===== config.mk =====
export PLATFORM = sky130hd
export DESIGN_NAME = order_crossover_with_separators_top
export DESIGN_NICKNAME = d
export VERILOG_FILES = /design/src/hdl/occ_pkg.sv /design/src/hdl/occ_lane.sv /design/src/hdl/occ_merge.sv /design/src/hdl/order_crossover_with_separators_top.sv
export VERILOG_INCLUDE_DIRS = /design/src /design/src/hdl
export SDC_FILE = /design/constraint.sdc
export NUM_CORES = 2
export LEC_CHECK = 0
export BUFFER_PORTS_ARGS = -buffer_cell sky130_fd_sc_hd__buf_2
export CAP_MARGIN = 20
export CORE_MARGIN = 2
export CORE_UTILIZATION = 40
export DETAILED_ROUTE_END_ITERATION = 16
export SKIP_LAST_GASP = 1
export SLEW_MARGIN = 20
export SYNTH_ARGS = -nofsm -noshare
export SYNTH_HDL_FRONTEND = slang
export SYNTH_HIERARCHICAL = 1
export SYNTH_SLANG_ARGS = --single-unit

===== constraint.sdc =====
create_clock -name i_clk -period 5.67 [get_ports i_clk]
set_input_delay 0.8505 -clock i_clk [delete_from_list [all_inputs] [get_ports i_clk]]
set_output_delay 0.8505 -clock i_clk [all_outputs]
set_load 0.02 [all_outputs]

===== src/hdl/assert_macros.svh =====
// ----------------------------------------------------------------------------
// Assertion macros
// Concurrent check wrappers; empty when SYNTH is defined.
// ----------------------------------------------------------------------------
`ifndef ASSERT_MACROS_SVH
`define ASSERT_MACROS_SVH

`ifndef SYNTH

`define ASSERT_IMPLY(lbl, clk, rst_n, ante, cons) \
    lbl: assert property (@(posedge clk) disable iff (!rst_n) (ante) |-> (cons)) \
        else $error("same-cycle check failed");

`define ASSERT_NEXT(lbl, clk, rst_n, ante, cons) \
    lbl: assert property (@(posedge clk) disable iff (!rst_n) (ante) |=> (cons)) \
        else $error("next-cycle check failed");

`else

`define ASSERT_IMPLY(lbl, clk, rst_n, ante, cons)

`define ASSERT_NEXT(lbl, clk, rst_n, ante, cons)

`endif

`endif


===== src/hdl/occ_pkg.sv =====
// ----------------------------------------------------------------------------
// occ_pkg
// Shared constants and lane status type for the order crossover block.
// ----------------------------------------------------------------------------
`timescale 1ns / 1ps
`default_nettype none

package occ_pkg;

    localparam int CUT_START_W = 5;
    localparam int CUT_END_W   = 6;
    localparam int DRAW_W      = 16;
    localparam int THRESH_W    = 17;

    localparam logic [THRESH_W-1:0] THRESH_RESET = 17'h10000;

    typedef struct packed {
        logic busy;
        logic valid;
        logic last;
    } t_lane_status;

endpackage

`default_nettype wire


===== src/hdl/occ_lane.sv =====
// ----------------------------------------------------------------------------
// occ_lane
// One child builder: parent memory, child compare bank, cyclic fill scan.
// ----------------------------------------------------------------------------
`timescale 1ns / 1ps
`default_nettype none
`include "assert_macros.svh"

module occ_lane #(
    parameter int MAX_GENES  = 32,
    parameter int GENE_WIDTH = 16
) (
    input  wire                                  i_clk,
    input  wire                                  i_rst_n,
    input  wire                                  i_load_we,
    input  wire  [$clog2(MAX_GENES)-1:0]         i_load_addr,
    input  wire  [GENE_WIDTH-1:0]                i_load_gene,
    input  wire                                  i_start,
    input  wire  [$clog2(MAX_GENES+1)-1:0]       i_n,
    input  wire  [$clog2(MAX_GENES+1)-1:0]       i_a,
    input  wire  [$clog2(MAX_GENES+1)-1:0]       i_b,
    input  wire                                  i_xover,
    output occ_pkg::t_lane_status                o_status,
    output logic [GENE_WIDTH-1:0]                o_gene,
    input  wire                                  i_take
);
    import occ_pkg::*;

    localparam int IDX_W = $clog2(MAX_GENES);
    localparam int CNT_W = $clog2(MAX_GENES+1);
    localparam logic [GENE_WIDTH-1:0] SEPARATOR = '1;

    typedef enum logic [2:0] {
        S_IDLE,
        S_POS,
        S_READ,
        S_TEST,
        S_EMIT
    } t_state;

    t_state                 r_state, n_state;
    logic [IDX_W-1:0]       r_i, n_i;
    logic [IDX_W-1:0]       r_p, n_p;
    logic [IDX_W-1:0]       r_pos, n_pos;
    logic [CNT_W-1:0]       r_steps, n_steps;
    logic [CNT_W-1:0]       r_n, n_n;
    logic [CNT_W-1:0]       r_a, n_a;
    logic [CNT_W-1:0]       r_b, n_b;
    logic                   r_xover, n_xover;
    logic                   r_copy, n_copy;
    logic [MAX_GENES-1:0]   r_filled, n_filled;
    logic [GENE_WIDTH-1:0]  r_cand, n_cand;
    logic [GENE_WIDTH-1:0]  r_result, n_result;

    logic [GENE_WIDTH-1:0]  r_mem [MAX_GENES];
    logic [GENE_WIDTH-1:0]  r_child [MAX_GENES];
    logic [GENE_WIDTH-1:0]  r_rd_data;
    logic [MAX_GENES-1:0]   r_hit;

    logic [CNT_W-1:0]       w_i_ext;
    logic [CNT_W-1:0]       w_i_inc;
    logic [CNT_W-1:0]       w_p_inc;
    logic [IDX_W-1:0]       w_p_next;
    logic                   w_inseg;
    logic                   w_copy;
    logic                   w_take;
    logic                   w_last;
    logic                   w_fill;
    logic                   w_rd_en;
    logic [IDX_W-1:0]       w_rd_addr;

    assign w_i_ext  = CNT_W'(r_i);
    assign w_i_inc  = w_i_ext + CNT_W'(1);
    assign w_p_inc  = CNT_W'(r_p) + CNT_W'(1);
    assign w_p_next = (w_p_inc == r_n) ? '0 : w_p_inc[IDX_W-1:0];
    assign w_inseg  = (w_i_ext >= r_a) && (w_i_ext < r_b);
    assign w_copy   = !r_xover || w_inseg;
    assign w_take   = (r_steps == r_n) || (r_cand == SEPARATOR) || !(|r_hit);
    assign w_last   = (w_i_inc == r_n);
    assign w_fill   = (r_state == S_TEST) && w_take;

    always_comb begin
        w_rd_en   = 1'b0;
        w_rd_addr = r_pos;
        case (r_state)
            S_POS: begin
                w_rd_en   = 1'b1;
                w_rd_addr = w_copy ? r_i : r_pos;
            end
            S_TEST: begin
                w_rd_en   = !w_take;
                w_rd_addr = w_p_next;
            end
            default: begin
                w_rd_en   = 1'b0;
                w_rd_addr = r_pos;
            end
        endcase
    end

    always_ff @(posedge i_clk) begin
        if (i_load_we) begin
            r_mem[i_load_addr] <= i_load_gene;
        end
        if (w_rd_en) begin
            r_rd_data <= r_mem[w_rd_addr];
        end
    end

    always_ff @(posedge i_clk) begin
        if (i_load_we) begin
            r_child[i_load_addr] <= i_load_gene;
        end else if (w_fill) begin
            r_child[r_i] <= r_cand;
        end
    end

    always_ff @(posedge i_clk) begin
        if (r_state == S_READ) begin
            for (int j = 0; j < MAX_GENES; j++) begin
                r_hit[j] <= r_filled[j] && (r_child[j] == r_rd_data);
            end
        end
    end

    always_comb begin
        n_state  = r_state;
        n_i      = r_i;
        n_p      = r_p;
        n_pos    = r_pos;
        n_steps  = r_steps;
        n_n      = r_n;
        n_a      = r_a;
        n_b      = r_b;
        n_xover  = r_xover;
        n_copy   = r_copy;
        n_filled = r_filled;
        n_cand   = r_cand;
        n_result = r_result;
        case (r_state)
            S_IDLE: begin
                if (i_start) begin
                    n_n     = i_n;
                    n_a     = i_a;
                    n_b     = i_b;
                    n_xover = i_xover;
                    n_i     = '0;
                    n_steps = '0;
                    n_pos   = (i_b == i_n) ? '0 : i_b[IDX_W-1:0];
                    for (int j = 0; j < MAX_GENES; j++) begin
                        n_filled[j] = i_xover && (CNT_W'(j) >= i_a) && (CNT_W'(j) < i_b);
                    end
                    n_state = S_POS;
                end
            end
            S_POS: begin
                n_copy  = w_copy;
                n_p     = r_pos;
                n_steps = '0;
                n_state = S_READ;
            end
            S_READ: begin
                if (r_copy) begin
                    n_result = r_rd_data;
                    n_state  = S_EMIT;
                end else begin
                    n_cand  = r_rd_data;
                    n_state = S_TEST;
                end
            end
            S_TEST: begin
                if (w_take) begin
                    n_result      = r_cand;
                    n_filled[r_i] = 1'b1;
                    n_pos         = w_p_next;
                    n_state       = S_EMIT;
                end else begin
                    n_p     = w_p_next;
                    n_steps = r_steps + CNT_W'(1);
                    n_state = S_READ;
                end
            end
            S_EMIT: begin
                if (i_take) begin
                    if (w_last) begin
                        n_state = S_IDLE;
                    end else begin
                        n_i     = r_i + IDX_W'(1);
                        n_state = S_POS;
                    end
                end
            end
            default: begin
                n_state = S_IDLE;
            end
        endcase
    end

    always_ff @(posedge i_clk) begin
        if (!i_rst_n) begin
            r_state  <= S_IDLE;
            r_i      <= '0;
            r_p      <= '0;
            r_pos    <= '0;
            r_steps  <= '0;
            r_n      <= '0;
            r_a      <= '0;
            r_b      <= '0;
            r_xover  <= 1'b0;
            r_copy   <= 1'b0;
            r_filled <= '0;
        end else begin
            r_state  <= n_state;
            r_i      <= n_i;
            r_p      <= n_p;
            r_pos    <= n_pos;
            r_steps  <= n_steps;
            r_n      <= n_n;
            r_a      <= n_a;
            r_b      <= n_b;
            r_xover  <= n_xover;
            r_copy   <= n_copy;
            r_filled <= n_filled;
        end
        r_cand   <= n_cand;
        r_result <= n_result;
    end

    assign o_status.busy  = (r_state != S_IDLE);
    assign o_status.valid = (r_state == S_EMIT);
    assign o_status.last  = w_last;
    assign o_gene         = r_result;

    `ASSERT_IMPLY(a_steps_bound, i_clk, i_rst_n, r_state != S_IDLE, r_steps <= r_n)
    `ASSERT_IMPLY(a_emit_in_range, i_clk, i_rst_n, r_state == S_EMIT, w_i_ext < r_n)
    `ASSERT_IMPLY(a_fill_marked, i_clk, i_rst_n, (r_state == S_EMIT) && !r_copy, r_filled[r_i])

endmodule

`default_nettype wire


===== src/hdl/occ_merge.sv =====
// ----------------------------------------------------------------------------
// occ_merge
// Pair the two lane results into one output word behind a register.
// ----------------------------------------------------------------------------
`timescale 1ns / 1ps
`default_nettype none
`include "assert_macros.svh"

module occ_merge #(
    parameter int GENE_WIDTH = 16
) (
    input  wire                         i_clk,
    input  wire                         i_rst_n,
    input  occ_pkg::t_lane_status       i_stat_a,
    input  occ_pkg::t_lane_status       i_stat_b,
    input  wire  [GENE_WIDTH-1:0]       i_gene_a,
    input  wire  [GENE_WIDTH-1:0]       i_gene_b,
    output logic                        o_take,
    output logic                        o_valid,
    input  wire                         i_ready,
    output logic [GENE_WIDTH-1:0]       o_first_child_gene,
    output logic [GENE_WIDTH-1:0]       o_second_child_gene,
    output logic                        o_final_gene
);
    import occ_pkg::*;

    logic                   r_valid;
    logic [GENE_WIDTH-1:0]  r_first;
    logic [GENE_WIDTH-1:0]  r_second;
    logic                   r_final;

    assign o_take = i_stat_a.valid && i_stat_b.valid && (!r_valid || i_ready);

    always_ff @(posedge i_clk) begin
        if (!i_rst_n) begin
            r_valid <= 1'b0;
        end else if (o_take) begin
            r_valid <= 1'b1;
        end else if (i_ready) begin
            r_valid <= 1'b0;
        end
        if (o_take) begin
            r_first  <= i_gene_a;
            r_second <= i_gene_b;
            r_final  <= i_stat_a.last;
        end
    end

    assign o_valid             = r_valid;
    assign o_first_child_gene  = r_first;
    assign o_second_child_gene = r_second;
    assign o_final_gene        = r_final;

    `ASSERT_IMPLY(a_lanes_aligned, i_clk, i_rst_n, i_stat_a.valid && i_stat_b.valid, i_stat_a.last == i_stat_b.last)

endmodule

`default_nettype wire


===== src/hdl/order_crossover_with_separators_top.sv =====
// ----------------------------------------------------------------------------
// order_crossover_with_separators_top
// Order crossover of two parent gene sequences with a repeatable separator.
// ----------------------------------------------------------------------------
// Parents load one word per cycle, one gene of each parent per word; the word
// marked last starts the crossover and the input stalls until both children
// are built. Each child has its own lane. A position copied from the parent
// passes the position, read and emit states; a filled position adds a test
// state, and the cyclic scan repeats read and test for each rejected gene,
// one parent memory read and one child bank compare per candidate. The lanes
// advance in step, so the slower lane sets the pace of each output word.
// Config writes to the threshold take effect on the next last word.
`timescale 1ns / 1ps
`default_nettype none

module order_crossover_with_separators_top #(
    parameter int MAX_GENES  = 32,
    parameter int GENE_WIDTH = 16
) (
    input  wire                                 i_clk,
    input  wire                                 i_rst_n,
    input  wire                                 i_valid,
    output logic                                o_ready,
    input  wire  [GENE_WIDTH-1:0]               i_first_gene,
    input  wire  [GENE_WIDTH-1:0]               i_second_gene,
    input  wire                                 i_last_gene,
    input  wire  [occ_pkg::DRAW_W-1:0]          i_random_draw,
    input  wire  [occ_pkg::CUT_START_W-1:0]     i_cut_start,
    input  wire  [occ_pkg::CUT_END_W-1:0]       i_cut_end,
    output logic                                o_valid,
    input  wire                                 i_ready,
    output logic [GENE_WIDTH-1:0]               o_first_child_gene,
    output logic [GENE_WIDTH-1:0]               o_second_child_gene,
    output logic                                o_final_gene,
    input  wire                                 i_cfg_wr_en,
    input  wire  [occ_pkg::THRESH_W-1:0]        i_cfg_wr_data
);
    import occ_pkg::*;

    localparam int IDX_W = $clog2(MAX_GENES);
    localparam int CNT_W = $clog2(MAX_GENES+1);
    localparam int CW    = (CNT_W > CUT_END_W) ? CNT_W : CUT_END_W;

    logic [THRESH_W-1:0]    r_threshold;
    logic [CNT_W-1:0]       r_count;
    logic                   r_start;
    logic [CNT_W-1:0]       r_n;
    logic [CNT_W-1:0]       r_a;
    logic [CNT_W-1:0]       r_b;
    logic                   r_xover;

    t_lane_status           w_stat_a;
    t_lane_status           w_stat_b;
    logic [GENE_WIDTH-1:0]  w_gene_a;
    logic [GENE_WIDTH-1:0]  w_gene_b;
    logic [GENE_WIDTH-1:0]  w_first_gene;
    logic [GENE_WIDTH-1:0]  w_second_gene;
    logic                   w_take;

    logic                   w_accept;
    logic                   w_room;
    logic                   w_load_we;
    logic [CNT_W-1:0]       w_count_next;
    logic [CW-1:0]          w_n_cw;
    logic [CW-1:0]          w_b_cw;
    logic [CW-1:0]          w_a_cw;

    assign o_ready      = !r_start && !w_stat_a.busy && !w_stat_b.busy;
    assign w_accept     = i_valid && o_ready;
    assign w_room       = (r_count < CNT_W'(MAX_GENES));
    assign w_load_we    = w_accept && w_room;
    assign w_count_next = w_room ? (r_count + CNT_W'(1)) : r_count;

    assign w_n_cw = CW'(w_count_next);
    assign w_b_cw = (CW'(i_cut_end) > w_n_cw) ? w_n_cw : CW'(i_cut_end);
    assign w_a_cw = (CW'(i_cut_start) > w_b_cw) ? w_b_cw : CW'(i_cut_start);

    // without crossover each lane copies the other parent, so swap them back
    assign w_first_gene  = r_xover ? w_gene_a : w_gene_b;
    assign w_second_gene = r_xover ? w_gene_b : w_gene_a;

    always_ff @(posedge i_clk) begin
        if (!i_rst_n) begin
            r_threshold <= THRESH_RESET;
            r_count     <= '0;
            r_start     <= 1'b0;
        end else begin
            if (i_cfg_wr_en) begin
                r_threshold <= i_cfg_wr_data;
            end
            r_start <= 1'b0;
            if (w_accept) begin
                if (i_last_gene) begin
                    r_count <= '0;
                    r_start <= 1'b1;
                end else begin
                    r_count <= w_count_next;
                end
            end
        end
        if (w_accept && i_last_gene) begin
            r_n     <= w_count_next;
            r_b     <= w_b_cw[CNT_W-1:0];
            r_a     <= w_a_cw[CNT_W-1:0];
            r_xover <= (THRESH_W'(i_random_draw) < r_threshold);
        end
    end

    occ_lane #(
        .MAX_GENES  (MAX_GENES),
        .GENE_WIDTH (GENE_WIDTH)
    ) u_lane_first (
        .i_clk       (i_clk),
        .i_rst_n     (i_rst_n),
        .i_load_we   (w_load_we),
        .i_load_addr (r_count[IDX_W-1:0]),
        .i_load_gene (i_second_gene),
        .i_start     (r_start),
        .i_n         (r_n),
        .i_a         (r_a),
        .i_b         (r_b),
        .i_xover     (r_xover),
        .o_status    (w_stat_a),
        .o_gene      (w_gene_a),
        .i_take      (w_take)
    );

    occ_lane #(
        .MAX_GENES  (MAX_GENES),
        .GENE_WIDTH (GENE_WIDTH)
    ) u_lane_second (
        .i_clk       (i_clk),
        .i_rst_n     (i_rst_n),
        .i_load_we   (w_load_we),
        .i_load_addr (r_count[IDX_W-1:0]),
        .i_load_gene (i_first_gene),
        .i_start     (r_start),
        .i_n         (r_n),
        .i_a         (r_a),
        .i_b         (r_b),
        .i_xover     (r_xover),
        .o_status    (w_stat_b),
        .o_gene      (w_gene_b),
        .i_take      (w_take)
    );

    occ_merge #(
        .GENE_WIDTH (GENE_WIDTH)
    ) u_merge (
        .i_clk               (i_clk),
        .i_rst_n             (i_rst_n),
        .i_stat_a            (w_stat_a),
        .i_stat_b            (w_stat_b),
        .i_gene_a            (w_first_gene),
        .i_gene_b            (w_second_gene),
        .o_take              (w_take),
        .o_valid             (o_valid),
        .i_ready             (i_ready),
        .o_first_child_gene  (o_first_child_gene),
        .o_second_child_gene (o_second_child_gene),
        .o_final_gene        (o_final_gene)
    );

endmodule

`default_nettype wire

==> results.sh <==
export IMPL_endpoint_kind="flip-flop"
export IMPL_core_area_sq_um=254000
export IMPL_fin_ws_ps=814
export IMPL_drt_iter0_markers=7541
export IMPL_gp_congestion=0.891
export IMPL_met1Wirelength_mm=132
export IMPL_hold_buffers=0
export IMPL_overflow=0
export IMPL_syn_nets=7326
export IMPL_dpl_worst_slack_ps=850
export IMPL_place_area_sq_um=108000
export IMPL_hold_viol=0
export IMPL_vias=62600
export IMPL_die_h_um=510
export IMPL_yosysWarnings=6
export IMPL_layout_common_cells="edfxtp_1, nand2_1, xnor2_1, buf_4, nand4_1"
export IMPL_io_buffers=116
export IMPL_die_w_um=510
export IMPL_clk_latency_ps=910
export IMPL_setup_viol=0
export IMPL_cts_resized=0
export IMPL_wirelength_mm=303
export IMPL_cts_reportedPaths_clkPinSlew_ps=70
export IMPL_wl_met2_mm=138
export IMPL_crit_arrival_ps=5590
export IMPL_cts_buffers=241
export IMPL_status="finished clean"
export IMPL_tns_ps=0
export IMPL_grt_pass1_vias=60600
export IMPL_htreeDepth=4
export IMPL_num_rows=185
export IMPL_wire_per_inst_um=27.3
export IMPL_r2r_slack_ps=810
export IMPL_maxCapViolCount=0
export IMPL_total_power_mw=39.5
export IMPL_met3WireLength_mm=23.5
export IMPL_clkPwrFrac=0.412
export IMPL_hold_slack_ps=154
export IMPL_worst_pin_slew_ps=1180
export IMPL_netlist_area_sq_um=102000
export IMPL_final_cell_area_sq_um=116000
export IMPL_p_int_mw=30.2
export IMPL_track_usage=0.228
export IMPL_top_level_ports=117
export IMPL_sequentialPowerShare=0.510
export IMPL_rsz0062_at_grt="no"
export IMPL_syn_to_final_growth_pct=13.8
export IMPL_fin_util=0.458
export IMPL_drcViolationCount=0
export IMPL_instances_no_fill=11100
export IMPL_slew_headroom=0.214
export IMPL_period_minus_slack_ps=4860
export IMPL_dp_hpwl_mm=183
export IMPL_start_util=0.402
export IMPL_swShare=0.236
export IMPL_hp_class="primary input to flip-flop"
export IMPL_synthCells=7189
export IMPL_grt_start_max_net_pins=92
export IMPL_p_leak_nw=37.6
export IMPL_min_period_over_period=0.856
export IMPL_p_per_area_nw_per_um2=339
export IMPL_dr_pass1_iters=5
export IMPL_ir_worst_vdd_mv=0.351
export IMPL_fillers=22100
export IMPL_antenna_left=0
export IMPL_grt_pass1_wl_mm=433
export IMPL_max_freq_ghz=0.206
export IMPL_viasPerCell=5.65
export IMPL_comb_power_share=0.078
export IMPL_slew_viol_final=0
export IMPL_cts_root_buf="clkbuf_16"
export IMPL_die_area_sq_um=260000
export IMPL_cts_tree="done"
export IMPL_worst_ep_required_time_ps=6410
export IMPL_place_inst=10600
export IMPL_syn_avg_cell_area_sq_um=14.2
export IMPL_crit_fanout=49
export IMPL_num_nets_final=7631
export IMPL_layout_commonest_cell="edfxtp_1"
export IMPL_skew_ps=38.7
export IMPL_criticalPathCategory="flip-flop to flip-flop"
export IMPL_routed_top_layer="met5"
export IMPL_antenna_found_initial=18
export IMPL_post_cts_setup_buffers=0
export IMPL_cts_max_path_buffers=3
export IMPL_power_switching_mw=9.31
export IMPL_crit_path_start_kind="flip-flop"
export IMPL_clock_sinks=2437
export IMPL_drive_gt1_frac=0.131
## sequential cells by signal, indices dropped and copies added (netlist names), 17 cells and up
name,flops
u_lane_first/r_child,512
u_lane_first/r_mem,512
u_lane_second/r_child,512
u_lane_second/r_mem,512
u_lane_first/r_filled,32
u_lane_first/r_hit,32
u_lane_second/r_filled,32
u_lane_second/r_hit,32
r_threshold,17
## worst paths after layout
kind,startpoint,end,cells after the start
setup / recovery,u_lane_second/r_i[0]$_SDFFE_PN0P_,u_lane_second/r_rd_data[12]$_DFFE_PP_,13
hold / removal,i_cfg_wr_data[16],r_threshold[16]$_SDFFE_PN1P_,3
setup reg to reg,u_lane_second/r_i[0]$_SDFFE_PN0P_,u_lane_second/r_rd_data[12]$_DFFE_PP_,13
hold reg to reg,u_lane_first/r_b[4]$_SDFFE_PN0P_,u_lane_first/r_b[4]$_SDFFE_PN0P_,2
## layer usage
| metal | up-vias | track usage |
|---|---|---|
| li1 | 27400 | - |
| met1 | 31900 | 0.328 |
| met2 | 2790 | 0.357 |
| met3 | 414 | 0.0333 |
| met4 | 8 | 0.0736 |
| met5 | - | 0 |
## layout make-up
type | instances | area, sq um | share of cell area
Antenna cell | 7 | 17.5 | 0.000150
Clock buffer | 302 | 6410 | 0.0550
Clock inverter | 154 | 1640 | 0.0141
Inverter | 54 | 203 | 0.00174
Multi-Input combinational cell | 4295 | 29200 | 0.250
Sequential cell | 2437 | 71400 | 0.613
Tap cell | 3366 | 4210 | 0.0362
Timing Repair Buffer | 465 | 3450 | 0.0296
## power by group through the flow
stage / clock [mW] / sequential [mW] / combinational, mW
after global routing: 17.2 / 20.1 / 3.29
final: 16.3 / 20.1 / 3.09
after CTS: 16.5 / 20.1 / 3.08
after floorplan: 0 / 20.4 / 1.84
after global placement: 0 / 20.5 / 3.03
after detailed placement: 0 / 20.5 / 3.07
## worst max-delay path, stage by stage (launching register included)
cell and delay (ps):
dfxtp_1 520, inv_1 220, ha_1 320, nor2b_1 160, o21ai_0 170, a41o_1 310
a21oi_1 750, a221o_4 870, buf_12 290, buf_4 220, nand2_1 70, a32oi_1 200
nand4_1 260, nor3_1 290
No activity file was read; power rests on OpenSTA's default activity.
